$ cat src/sv/tscp_pkg.sv
// Shared types, codes and constants for the text stream cursor placer.
package tscp_pkg;

  // Defaults for the grid size limits.
  localparam int MAX_ROWS_DEFAULT    = 64;
  localparam int MAX_COLUMNS_DEFAULT = 256;

  // Field widths.
  localparam int ROW_W       = 7;
  localparam int COL_W       = 9;
  localparam int WROW_W      = 6;
  localparam int WCOL_W      = 8;
  localparam int CHAR_W      = 7;
  localparam int BYTE_W      = 8;
  localparam int CFG_INDEX_W = 1;
  localparam int CFG_DATA_W  = 9;

  // Register reset values.
  localparam logic [ROW_W-1:0] ROWS_RESET    = 7'd24;
  localparam logic [COL_W-1:0] COLUMNS_RESET = 9'd80;

  // Operation codes.
  localparam logic OP_START = 1'b0;
  localparam logic OP_TEXT  = 1'b1;

  // Configuration register indexes.
  localparam logic [CFG_INDEX_W-1:0] REG_ROWS    = 1'b0;
  localparam logic [CFG_INDEX_W-1:0] REG_COLUMNS = 1'b1;

  // Character codes.
  localparam logic [BYTE_W-1:0] CHAR_NEWLINE   = 8'h0A;
  localparam logic [BYTE_W-1:0] CHAR_RETURN    = 8'h0D;
  localparam logic [BYTE_W-1:0] CHAR_BACKSPACE = 8'h08;
  localparam logic [BYTE_W-1:0] CHAR_DELETE    = 8'h7F;
  localparam logic [BYTE_W-1:0] CHAR_SPACE     = 8'h20;
  localparam logic [BYTE_W-1:0] CHAR_TILDE     = 8'h7E;

  typedef struct packed {
    logic              operation;
    logic [BYTE_W-1:0] text_byte;
  } item_t;

  typedef struct packed {
    logic [ROW_W-1:0] row;
    logic [COL_W-1:0] column;
  } cursor_t;

  typedef struct packed {
    logic              clear_grid;
    logic              write_valid;
    logic [WROW_W-1:0] write_row;
    logic [WCOL_W-1:0] write_column;
    logic [CHAR_W-1:0] write_char;
    cursor_t           cursor;
    logic              grid_full;
  } result_t;

endpackage

$ cat src/sv/tscp_text_if.sv
// Channel that carries start items and text bytes into the placer.
interface tscp_text_if;
  logic       valid;
  logic       ready;
  logic       operation;
  logic [7:0] text_byte;

  modport source (output valid, output operation, output text_byte, input ready);
  modport sink   (input valid, input operation, input text_byte, output ready);
endinterface

$ cat src/sv/tscp_place_if.sv
// Channel that carries cell writes and cursor reports out of the placer.
interface tscp_place_if;
  logic       valid;
  logic       ready;
  logic       clear_grid;
  logic       write_valid;
  logic [5:0] write_row;
  logic [7:0] write_column;
  logic [6:0] write_char;
  logic [6:0] cursor_row_out;
  logic [8:0] cursor_column_out;
  logic       grid_full;

  modport source (
    output valid, output clear_grid, output write_valid, output write_row,
    output write_column, output write_char, output cursor_row_out,
    output cursor_column_out, output grid_full, input ready
  );
  modport sink (
    input valid, input clear_grid, input write_valid, input write_row,
    input write_column, input write_char, input cursor_row_out,
    input cursor_column_out, input grid_full, output ready
  );
endinterface

$ cat src/sv/text_stream_cursor_placer_unit.sv
// Top level of the text stream cursor placer: registers, handshake and cursor state.
// Path: the input register holds an accepted transaction, then the result register its result.
// Throughput: one item per cycle while placement.ready holds; the two registers part the channels.
// The cursor register feeds back to itself through the combinational step logic.
// Reset (synchronous, active high) empties both registers, homes the cursor and loads
// 24 rows and 80 columns into the configuration registers.
module text_stream_cursor_placer_unit #(
  parameter int MAX_ROWS    = tscp_pkg::MAX_ROWS_DEFAULT,
  parameter int MAX_COLUMNS = tscp_pkg::MAX_COLUMNS_DEFAULT
) (
  input  logic                              clk,
  input  logic                              rst,
  tscp_text_if.sink                         text,
  tscp_place_if.source                      placement,
  input  logic                              cfg_write,
  input  logic [tscp_pkg::CFG_INDEX_W-1:0]  cfg_index,
  input  logic [tscp_pkg::CFG_DATA_W-1:0]   cfg_data
);
  import tscp_pkg::*;

  logic [ROW_W-1:0] rows_cfg;
  logic [COL_W-1:0] cols_cfg;
  logic [ROW_W-1:0] rows_eff;
  logic [COL_W-1:0] cols_eff;

  logic    in_valid;
  item_t   in_item;
  cursor_t cursor;
  logic    out_valid;
  result_t out_result;
  result_t step_result;
  logic    advance;

  // Configuration registers.
  always_ff @(posedge clk) begin
    if (rst) begin
      rows_cfg <= ROWS_RESET;
      cols_cfg <= COLUMNS_RESET;
    end else if (cfg_write) begin
      unique case (cfg_index)
        REG_ROWS:    rows_cfg <= cfg_data[ROW_W-1:0];
        REG_COLUMNS: cols_cfg <= cfg_data[COL_W-1:0];
        default: ;
      endcase
    end
  end

  // Clamp the grid size into one through the limit.
  always_comb begin
    if (rows_cfg == '0) begin
      rows_eff = 7'd1;
    end else if ({25'd0, rows_cfg} > MAX_ROWS) begin
      rows_eff = ROW_W'(MAX_ROWS);
    end else begin
      rows_eff = rows_cfg;
    end
    if (cols_cfg == '0) begin
      cols_eff = 9'd1;
    end else if ({23'd0, cols_cfg} > MAX_COLUMNS) begin
      cols_eff = COL_W'(MAX_COLUMNS);
    end else begin
      cols_eff = cols_cfg;
    end
  end

  // The item moves on whenever the result register is free or being emptied.
  assign advance    = in_valid && (!out_valid || placement.ready);
  assign text.ready = !in_valid || advance;

  // Input register.
  always_ff @(posedge clk) begin
    if (rst) begin
      in_valid <= 1'b0;
    end else if (text.ready) begin
      in_valid <= text.valid;
    end
  end

  always_ff @(posedge clk) begin
    if (text.valid && text.ready) begin
      in_item.operation <= text.operation;
      in_item.text_byte <= text.text_byte;
    end
  end

  tscp_step u_step (
    .item     (in_item),
    .cursor   (cursor),
    .rows_eff (rows_eff),
    .cols_eff (cols_eff),
    .result   (step_result)
  );

  // Cursor state and result register.
  always_ff @(posedge clk) begin
    if (rst) begin
      cursor    <= '0;
      out_valid <= 1'b0;
    end else begin
      if (advance) begin
        cursor    <= step_result.cursor;
        out_valid <= 1'b1;
      end else if (placement.ready) begin
        out_valid <= 1'b0;
      end
    end
  end

  always_ff @(posedge clk) begin
    if (advance) begin
      out_result <= step_result;
    end
  end

  assign placement.valid             = out_valid;
  assign placement.clear_grid        = out_result.clear_grid;
  assign placement.write_valid       = out_result.write_valid;
  assign placement.write_row         = out_result.write_row;
  assign placement.write_column      = out_result.write_column;
  assign placement.write_char        = out_result.write_char;
  assign placement.cursor_row_out    = out_result.cursor.row;
  assign placement.cursor_column_out = out_result.cursor.column;
  assign placement.grid_full         = out_result.grid_full;

`ifndef NO_ASSERTIONS
  // The cursor register always matches the cursor of the newest result.
  a_cursor_tracks_result: assert property (@(posedge clk) disable iff (rst)
    out_valid |-> (cursor == out_result.cursor))
    else $error("cursor register differs from the last reported cursor");

  // A start transaction never carries a cell write and homes the cursor.
  a_start_homes: assert property (@(posedge clk) disable iff (rst)
    (out_valid && out_result.clear_grid) |->
      (!out_result.write_valid && out_result.cursor == '0))
    else $error("start result carries a write or a cursor away from home");

  // An item that moves on always lands in the result register.
  a_advance_fills: assert property (@(posedge clk) disable iff (rst)
    advance |=> out_valid)
    else $error("item left the input register without a result");

  // Back pressure only while both registers are occupied.
  a_ready_low: assert property (@(posedge clk) disable iff (rst)
    !text.ready |-> (in_valid && out_valid && !placement.ready))
    else $error("input stalled with a free stage");
`endif

endmodule

$ cat src/sv/tscp_step.sv
// Cursor update and cell write decision for one item.
module tscp_step (
  input  tscp_pkg::item_t                 item,
  input  tscp_pkg::cursor_t               cursor,
  input  logic [tscp_pkg::ROW_W-1:0]      rows_eff,
  input  logic [tscp_pkg::COL_W-1:0]      cols_eff,
  output tscp_pkg::result_t               result
);
  import tscp_pkg::*;

  cursor_t           nxt;
  logic              wv;
  logic [ROW_W-1:0]  wr;
  logic [COL_W-1:0]  wc;
  logic [CHAR_W-1:0] wch;
  logic [COL_W-1:0]  col_clamped;
  logic [ROW_W-1:0]  row_wrapped;

  // Both helpers are only used where they cannot overflow their widths.
  assign col_clamped = (cursor.column > cols_eff) ? cols_eff : cursor.column;
  assign row_wrapped = cursor.row + 7'd1;

  // Decode the item against the current cursor.
  always_comb begin
    nxt = cursor;
    wv  = 1'b0;
    wr  = '0;
    wc  = '0;
    wch = '0;
    result = '0;
    if (item.operation == OP_START) begin
      result.clear_grid = 1'b1;
      nxt = '0;
    end else if (cursor.row < rows_eff) begin
      unique case (item.text_byte)
        CHAR_NEWLINE: begin
          nxt.row    = row_wrapped;
          nxt.column = '0;
        end
        CHAR_RETURN: begin
          nxt.column = '0;
        end
        CHAR_BACKSPACE, CHAR_DELETE: begin
          // Step back one cell, wrapping to the end of the previous row.
          if (cursor.column != '0) begin
            nxt.column = col_clamped - 9'd1;
            wv = 1'b1;
          end else if (cursor.row != '0) begin
            nxt.row    = cursor.row - 7'd1;
            nxt.column = cols_eff - 9'd1;
            wv = 1'b1;
          end
          if (wv) begin
            wr  = nxt.row;
            wc  = nxt.column;
            wch = CHAR_SPACE[CHAR_W-1:0];
          end
        end
        default: begin
          // Printable bytes wrap first when the row is full, then store if the new row is inside the grid.
          if (item.text_byte >= CHAR_SPACE && item.text_byte <= CHAR_TILDE) begin
            if (cursor.column >= cols_eff) begin
              nxt.row    = row_wrapped;
              nxt.column = '0;
              if (row_wrapped < rows_eff) begin
                wv = 1'b1;
                wr = row_wrapped;
                wc = '0;
                wch = item.text_byte[CHAR_W-1:0];
                nxt.column = 9'd1;
              end
            end else begin
              wv  = 1'b1;
              wr  = cursor.row;
              wc  = cursor.column;
              wch = item.text_byte[CHAR_W-1:0];
              nxt.column = cursor.column + 9'd1;
            end
          end
        end
      endcase
    end
    result.write_valid  = wv;
    result.write_row    = wr[WROW_W-1:0];
    result.write_column = wc[WCOL_W-1:0];
    result.write_char   = wch;
    result.cursor       = nxt;
    result.grid_full    = (nxt.row >= rows_eff);
  end

endmodule
$ cat src/flat_wrapper.sv
// flat-port wrapper written by rule: the top's interface ports become plain ports
module text_stream_cursor_placer_unit_flat import tscp_pkg::*;
#(
  parameter int MAX_ROWS    = tscp_pkg::MAX_ROWS_DEFAULT,
  parameter int MAX_COLUMNS = tscp_pkg::MAX_COLUMNS_DEFAULT
)
  (clk, rst, cfg_write, cfg_index, cfg_data, text_valid, text_operation, text_text_byte, text_ready, placement_valid, placement_clear_grid, placement_write_valid, placement_write_row, placement_write_column, placement_write_char, placement_cursor_row_out, placement_cursor_column_out, placement_grid_full, placement_ready);
  tscp_text_if text_i ();
  tscp_place_if placement_i ();
  input  logic clk;
  input  logic rst;
  input  logic cfg_write;
  input  logic [tscp_pkg::CFG_INDEX_W-1:0] cfg_index;
  input  logic [tscp_pkg::CFG_DATA_W-1:0] cfg_data;
  input wire logic [$bits(text_i.valid)-1:0] text_valid;
  input wire logic [$bits(text_i.operation)-1:0] text_operation;
  input wire logic [$bits(text_i.text_byte)-1:0] text_text_byte;
  output wire logic [$bits(text_i.ready)-1:0] text_ready;
  output wire logic [$bits(placement_i.valid)-1:0] placement_valid;
  output wire logic [$bits(placement_i.clear_grid)-1:0] placement_clear_grid;
  output wire logic [$bits(placement_i.write_valid)-1:0] placement_write_valid;
  output wire logic [$bits(placement_i.write_row)-1:0] placement_write_row;
  output wire logic [$bits(placement_i.write_column)-1:0] placement_write_column;
  output wire logic [$bits(placement_i.write_char)-1:0] placement_write_char;
  output wire logic [$bits(placement_i.cursor_row_out)-1:0] placement_cursor_row_out;
  output wire logic [$bits(placement_i.cursor_column_out)-1:0] placement_cursor_column_out;
  output wire logic [$bits(placement_i.grid_full)-1:0] placement_grid_full;
  input wire logic [$bits(placement_i.ready)-1:0] placement_ready;
  assign text_i.valid = text_valid;
  assign text_i.operation = text_operation;
  assign text_i.text_byte = text_text_byte;
  assign text_ready = text_i.ready;
  assign placement_valid = placement_i.valid;
  assign placement_clear_grid = placement_i.clear_grid;
  assign placement_write_valid = placement_i.write_valid;
  assign placement_write_row = placement_i.write_row;
  assign placement_write_column = placement_i.write_column;
  assign placement_write_char = placement_i.write_char;
  assign placement_cursor_row_out = placement_i.cursor_row_out;
  assign placement_cursor_column_out = placement_i.cursor_column_out;
  assign placement_grid_full = placement_i.grid_full;
  assign placement_i.ready = placement_ready;
  text_stream_cursor_placer_unit #(.MAX_ROWS(MAX_ROWS), .MAX_COLUMNS(MAX_COLUMNS)) u_core (.clk(clk), .rst(rst), .text(text_i), .placement(placement_i), .cfg_write(cfg_write), .cfg_index(cfg_index), .cfg_data(cfg_data));
endmodule
$ cat config.mk
export PLATFORM = sky130hd
export DESIGN_NAME = text_stream_cursor_placer_unit_flat
export DESIGN_NICKNAME = d
export VERILOG_FILES = /design/src/sv/tscp_pkg.sv /design/src/sv/tscp_text_if.sv /design/src/sv/tscp_place_if.sv /design/src/sv/text_stream_cursor_placer_unit.sv /design/src/sv/tscp_step.sv /design/src/flat_wrapper.sv
export SDC_FILE = /design/constraint.sdc
export NUM_CORES = 1
export LEC_CHECK = 0
export BUFFER_PORTS_ARGS = -buffer_cell sky130_fd_sc_hd__buf_4
export CORE_ASPECT_RATIO = 1.25
export CORE_UTILIZATION = 51
export DETAILED_ROUTE_END_ITERATION = 6
export GPL_TIMING_DRIVEN = 0
export HOLD_SLACK_MARGIN = 0.12
export PLACE_DENSITY = 0.68
export SETUP_SLACK_MARGIN = 0.1
export SLEW_MARGIN = 10
export SYNTH_ARGS = -nofsm -noshare
export SYNTH_HDL_FRONTEND = slang
export SYNTH_HIERARCHICAL = 1
export SYNTH_SLANG_ARGS = --single-unit
$ cat constraint.sdc
create_clock -name clk -period 6.9 [get_ports clk]
set_clock_uncertainty 0.15 [all_clocks]
set_input_delay 0.345 -clock clk [delete_from_list [all_inputs] [get_ports clk]]
set_output_delay 0.345 -clock clk [all_outputs]
set_load 0.05 [all_outputs]
Word level (Yosys, flattened, before mapping). Index checks and enable logic that the tools add are counted.

Word-level logic and storage cells: 94. Output and inout bits: 42. Input port bits: 24. Register bits: 83.

Multiplexer cells: 42. Bitwise operators: 1. $lt $le $gt $ge: 9. Eq/ne operators: 4. Reduce and logical (&&, ||, !) cells: 17. Add/subtract/negate cells: 5.

Operators with widths (number): 16-bit two-way mux (4); 7-bit two-way mux (7); 9-bit two-way mux (5); 6-bit two-way mux (5); 8-bit by 4-bit equality test with 1-bit output, second input constant (3); 8-bit two-way mux (3); 7-bit case mux with 3 select lines (1); 9-bit case mux with 2 select lines (1); 9-bit by 1-bit subtractor with 9-bit output, second input constant (2); 8-bit case mux with 2 select lines (1); 7-bit less-than comparator (2); 7-bit case mux with 2 select lines (1); 1-bit two-way mux (12); 6-bit case mux with 2 select lines (1); 9-bit by 1-bit adder with 9-bit output, second input constant (1); 9-bit greater-or-equal comparator (1); 9-bit > comparator (1); 9-bit > comparator, second input constant (1); 9-bit logical NOT (1); 9-bit nonzero test (1); 8-bit by 7-bit equality test with 1-bit output, second input constant (1); 8-bit by 6-bit greater-or-equal comparator with 1-bit output, second input constant (1); 8-bit by 7-bit <= comparator with 1-bit output, second input constant (1); 7-bit by 1-bit adder with 7-bit output, second input constant (1); 13 further kinds (20).

Depth between registers and ports, before layout.
Depth in word-level cells: 11. Depth in mapped cells: 20. Mapped depth without buffers: 19.

By module. The synthesis kept the hierarchy.

Modules (own cells, without submodules): text_stream_cursor_placer_unit (times used 1, area an instance 2971.6 um2, cells each 221); tscp_step (times used 1, area an instance 2756.4 um2, cells each 426).

Worst setup path after synthesis. No wires, ideal clock.

Path kind: reg2reg. Start: reg u_core.cols_cfg[8]. End: reg u_core.out_result, in the netlist u_core/placement.grid_full, data pin. Stages on the path, launching flop included: 19. Period minus slack after synthesis: 4.097 ns. Buffers on the path: 1. Required time: 6.489 ns. Data arrival time: 3.687 ns. Setup slack: 2.803 ns. Cell sequence: dfxtp_1 > nor2b_1 > inv_1 > ha_1 > a21oi_1 > o21ai_1 > a2111o_1 > clkbuf_1 > o21ai_2 > a21oi_1 > o221ai_1 > ha_1 > nand2b_1 > a21o_1 > a21o_1 > a21oi_1 > nor2b_1 > o21ai_0 > a21oi_1.

RTL lines: start: declaration (line text_stream_cursor_placer_unit.sv:22) `logic [COL_W-1:0] cols_cfg;`; start signal: assignment (line text_stream_cursor_placer_unit.sv:42) `REG_COLUMNS: cols_cfg <= cfg_data[COL_W-1:0];`; end signal: assignment (line text_stream_cursor_placer_unit.sv:111) `out_result <= step_result;`; end: declaration (line text_stream_cursor_placer_unit.sv:30) `result_t out_result;`.

==> qor.csv <==
stage,metric,value,unit
global_route,wire_length_of_the_first_global_routing_pass,27.2,mm
synth,synth_warnings,6,
global_route,grt_start_max_net_pins,50,
timing,report.final.slew_viol_count,0,
synth,dominant_combinational_cell_family_by_area_after_synthesis,simple AND/OR/NAND/NOR gates,
worst_setup_path,slowest_stage_cell_on_the_critical_path,sky130_fd_sc_hd__a21oi_1,
global_route,use_met1,0.370,
worst_setup_path,critical_path.top_delay_family,compound AO/OA/AOI/OAI gates,
synth,synth_compound_area_frac,0.195,
floorplanning,pin_count,66,
synth,synth-main-ff-cell,sky130_fd_sc_hd__edfxtp_1,
worst_setup_path,critical_path_buf_inv_count,2,
synth,post_synth_mux_area_share,0.0315,
clock_network,ctsLongestPathBuffers,2,
drt,dr_total_vias,5407,
floorplanning,initial_utilization,0.532,
layout,flow.area_growth_from_synthesis,19.5,%
global_route,antenna_found_initial,0,
synth,netlist_top_cells_area,"sky130_fd_sc_hd__edfxtp_1 26%, sky130_fd_sc_hd__dfxtp_1 12%, sky130_fd_sc_hd__ha_1 7.6%, sky130_fd_sc_hd__a21oi_1 5.0%, sky130_fd_sc_hd__nand2_1 4.8%",
clock_network,worst_setup_hold_path_clk_slew,0.06,ns
synth,yosys_top_cell_by_area,sky130_fd_sc_hd__edfxtp_1,
job,max-cap-violations,0,
synth,synthesis.area_per_instance,8.85,sq um
global_route,busiest_grt_layer,met2,
synth,syn_nets,706,
placement,placedInstanceArea,0.00638,sq mm
synth,synth.yosys.seq_area_share,0.376,
timing,setup_repair_after_global_routing_missed_its_margin,no,
timing,timing.final.ws_setup,1.67,ns
clock_network,post_cts_resized,0,
drt,route.final.wire_length,17.5,mm
hold_path,hold_class,input port to register,
synth,post_synth_and_or_nand_nor_area_fraction,0.238,
timing,finalCriticalPeriod,5.23,ns
synth,netlist.area_leader.share,0.257,
global_route,first_global_vias,5207,
worst_setup_path,startpoint_type,register,
synth,proportion_of_register_bits_with_asynchronous_set_or_reset_after_synthesis,0,
global_route,grt_use_met2,0.515,
drt,initialDrtViolationCount,503,
synth,yosys.area_share.xor_xnor,0.0382,
synth,syn-cell-area,0.00573,sq mm
worst_setup_path,slowest_delay,0.65,ns
timing,timing.final.hold_violations,0,
power_and_ir_drop,power_density,180,mW/mm^2
clock_network,cts_max_level,3,
power_and_ir_drop,power.ir.vdd_worst,0.114,mV
drt,dr.pass1.iters,7,
clock_network,cts_hold_repair.buffers,19,
worst_setup_path,cp_data_required_time,6.85,ns
timing,worst_hold_slack,0.145,ns
layout,drive_above_1_share,0.138,
drt,wl_per_cell,19.9,um
placement,dpl.cell_count,844,
layout,final_util,0.635,
power_and_ir_drop,power_leakage,2.67,nW
timing,setup_total_negative_slack,0,ns
clock_network,numClockSinks,83,
clock_network,tritoncts,built,
global_route,globalRouteOverflowTotal,0,
floorplanning,coreArea,0.0108,sq mm
clock_network,post_cts_buffers,0,
worst_setup_path,cpMostUsedCell,sky130_fd_sc_hd__a21oi_1,
floorplanning,die_y,120,um
global_route,gr-usage-all-layers,0.301,
timing,max_clock_freq,0.191,GHz
synth,post_synth_inst_count,647,
floorplanning,die-width,96.8,um
synth,synth_fa_ha_area_frac,0.0765,
timing,slew_headroom,0.174,
layout,num-nets-final,801,
clock_network,clkLatencyLatePin,0.35,ns
floorplanning,floorplan.rows,42,
synth,synthDistinctLibCells,72,
status,run_status,"finished, violations left",
synth,ys_ff_latch,83,
drt,drt-vias-per-instance,6.15,
placement,place.detailed.hpwl,13.0,mm
layout,final_design_area_no_fill,0.00685,sq mm
drt,route.detailed.drc,1,
synth,synth-edff-count,49,
timing,max_slew.worst_pin.slew,1.23,ns
drt,antenna_left,0,
clock_network,cts_inserted_buffers,9,
worst_setup_path,criticalPathCategory,register to register,
placement,gp_routability_congestion,0.935,
placement,dp_worst_setup_slack,1.80,ns
clock_network,clk_root_buffer_cell,sky130_fd_sc_hd__clkbuf_16,
placement,buffer_ports.inserted,65,
worst_setup_path,timing.critical_path.cells,nor2b_1 -> inv_1 -> ha_1 -> nand2_1 -> o21ai_1 -> a2111o_1 -> clkbuf_1 -> o21ai_2 -> a21oi_1 -> o21ai_0 -> a21oi_1 -> ha_1 -> a21o_1 -> a21o_1 -> a21oi_1 -> nor2b_1 -> o21ai_0 -> a21oi_1,
floorplanning,die_area,0.0117,sq mm
worst_setup_path,worst_ep_arrival_time,5.18,ns
layout,layoutNonFillerInstCount,879,
status,failed_checks,DRC,
worst_setup_path,cp-end-kind,register,
timing,finalCritPeriodShare,0.758,
worst_setup_path,worstPathMaxFanout,10,
power_and_ir_drop,finalPower,1.23,mW
layout,antenna_cells_inserted,0,
global_route,gr-usage-met3,0.0514,
timing,finalSetupViolations,0,
[report_power, final]
group | internal (mW) | total, mW | switching (mW) | leakage [nW]
sequential | 0.544 | 0.555 | 0.0110 | 0.747
clock | 0.246 | 0.450 | 0.204 | 0.141
combinational | 0.0814 | 0.228 | 0.147 | 1.78
total | 0.872 | 1.23 | 0.362 | 2.67
[flip-flops by register name (all words and copies together) (netlist names)]
name                                cells
u_core/cursor                          16
u_core/cols_cfg                         9
u_core/in_item                          9
u_core/placement.cursor_column_out      9
u_core/placement.write_column           8
u_core/placement.cursor_row_out         7
u_core/placement.write_char             7
u_core/rows_cfg                         7
u_core/placement.write_row              6
u_core/in_valid                         1
u_core/placement.clear_grid             1
u_core/placement.grid_full              1
u_core/placement.valid                  1
u_core/placement.write_valid            1
[worst reg2reg max path: cells and delay by family, from the launching register on]
family          cells  cell delay (ns)
compound gates     11             2.61
fa+ha+maj           2             0.68
buf+inv             2             0.62
simple gates        3             0.53
flops               1             0.39
[cell usage in the layout, fill, tap and decap left out, types with 6 or more instances in the layout]
master / Yosys / layout
sky130_fd_sc_hd__ha_1: 35 / 35
sky130_fd_sc_hd__a211oi_1: 6 / 6
sky130_fd_sc_hd__o21ai_0: 21 / 21
sky130_fd_sc_hd__clkbuf_16: 0 / 9
sky130_fd_sc_hd__clkbuf_1: 21 / 21
sky130_fd_sc_hd__xor2_1: 9 / 9
sky130_fd_sc_hd__a21oi_1: 57 / 57
sky130_fd_sc_hd__nor2b_1: 18 / 18
sky130_fd_sc_hd__a31oi_1: 6 / 6
sky130_fd_sc_hd__xnor2_1: 16 / 16
sky130_fd_sc_hd__nand3_1: 19 / 19
sky130_fd_sc_hd__nand4_1: 9 / 9
sky130_fd_sc_hd__edfxtp_1: 49 / 49
sky130_fd_sc_hd__and2_1: 12 / 12
sky130_fd_sc_hd__a22oi_1: 6 / 6
sky130_fd_sc_hd__dfxtp_1: 34 / 34
sky130_fd_sc_hd__nand2b_1: 40 / 40
sky130_fd_sc_hd__inv_1: 24 / 24
sky130_fd_sc_hd__nor2_1: 41 / 41
sky130_fd_sc_hd__mux2i_1: 18 / 18
sky130_fd_sc_hd__dlygate4sd3_1: 0 / 19
sky130_fd_sc_hd__buf_4: 1 / 66
sky130_fd_sc_hd__and3_1: 9 / 9
sky130_fd_sc_hd__nor3_1: 15 / 15
sky130_fd_sc_hd__buf_2: 9 / 9
sky130_fd_sc_hd__nand2_1: 73 / 73
[cells by family after synthesis]
logic type / Yosys count
simple gates: 263
mux: 18
flops: 83
xor+xnor: 25
compound gates: 164
fa+ha+maj: 35
buf+inv: 59
[synthesized netlist by cell type, drive strengths merged (4+ instances only)]
library cell	instances
and3	9
o32ai	5
edfxtp	49
and2	12
xnor2	16
a22oi	6
o22ai	5
o21ai	25
nand2	73
o21a	4
nor2b	20
nor3	16
nand3	19
nand4	9
ha	35
inv	24
xor2	9
a31oi	6
dfxtp	34
clkbuf	21
or3	4
o211ai	5
and4	4
a21o	5
buf	14
nand3b	5
a211oi	6
mux2i	18
nand2b	40
a21oi	58
nor4	6
nor2	42
a221oi	4
[layer usage]
| metal | wire length, um | up-vias | share of wire |
|---|---|---|---|
| met3 | 1130 | 51 | 0.064 |
| met4 | 585 | 0 | 0.033 |
| met2 | 8460 | 273 | 0.48 |
| met1 | 7300 | 2528 | 0.42 |
| met5 | 0 | - | 0 |
| li1 | - | 2555 | - |
[path summary, 6_finish.rpt]
path,from,endpoint,slack [ns],cells after the start
max,u_core/cols_cfg[8],u_core/placement.grid_full,1.67,18
min,rst,u_core/cursor[8],0.14,3
max reg2reg,u_core/cols_cfg[8],u_core/placement.grid_full,1.67,18
min reg2reg,u_core/rows_cfg[0],u_core/rows_cfg[0],0.31,2
[layout make-up]
cell class,instances,area (sq um)
plain buffers,35,170
clock buffers,9,225
clock inverters,7,48.8
fillers,914,3930
inverters,24,90.1
multi-input cells,505,3320
flip-flops and latches,83,2150
well taps,132,165
repair buffers,84,678
Power figures use the tool's default switching activity.
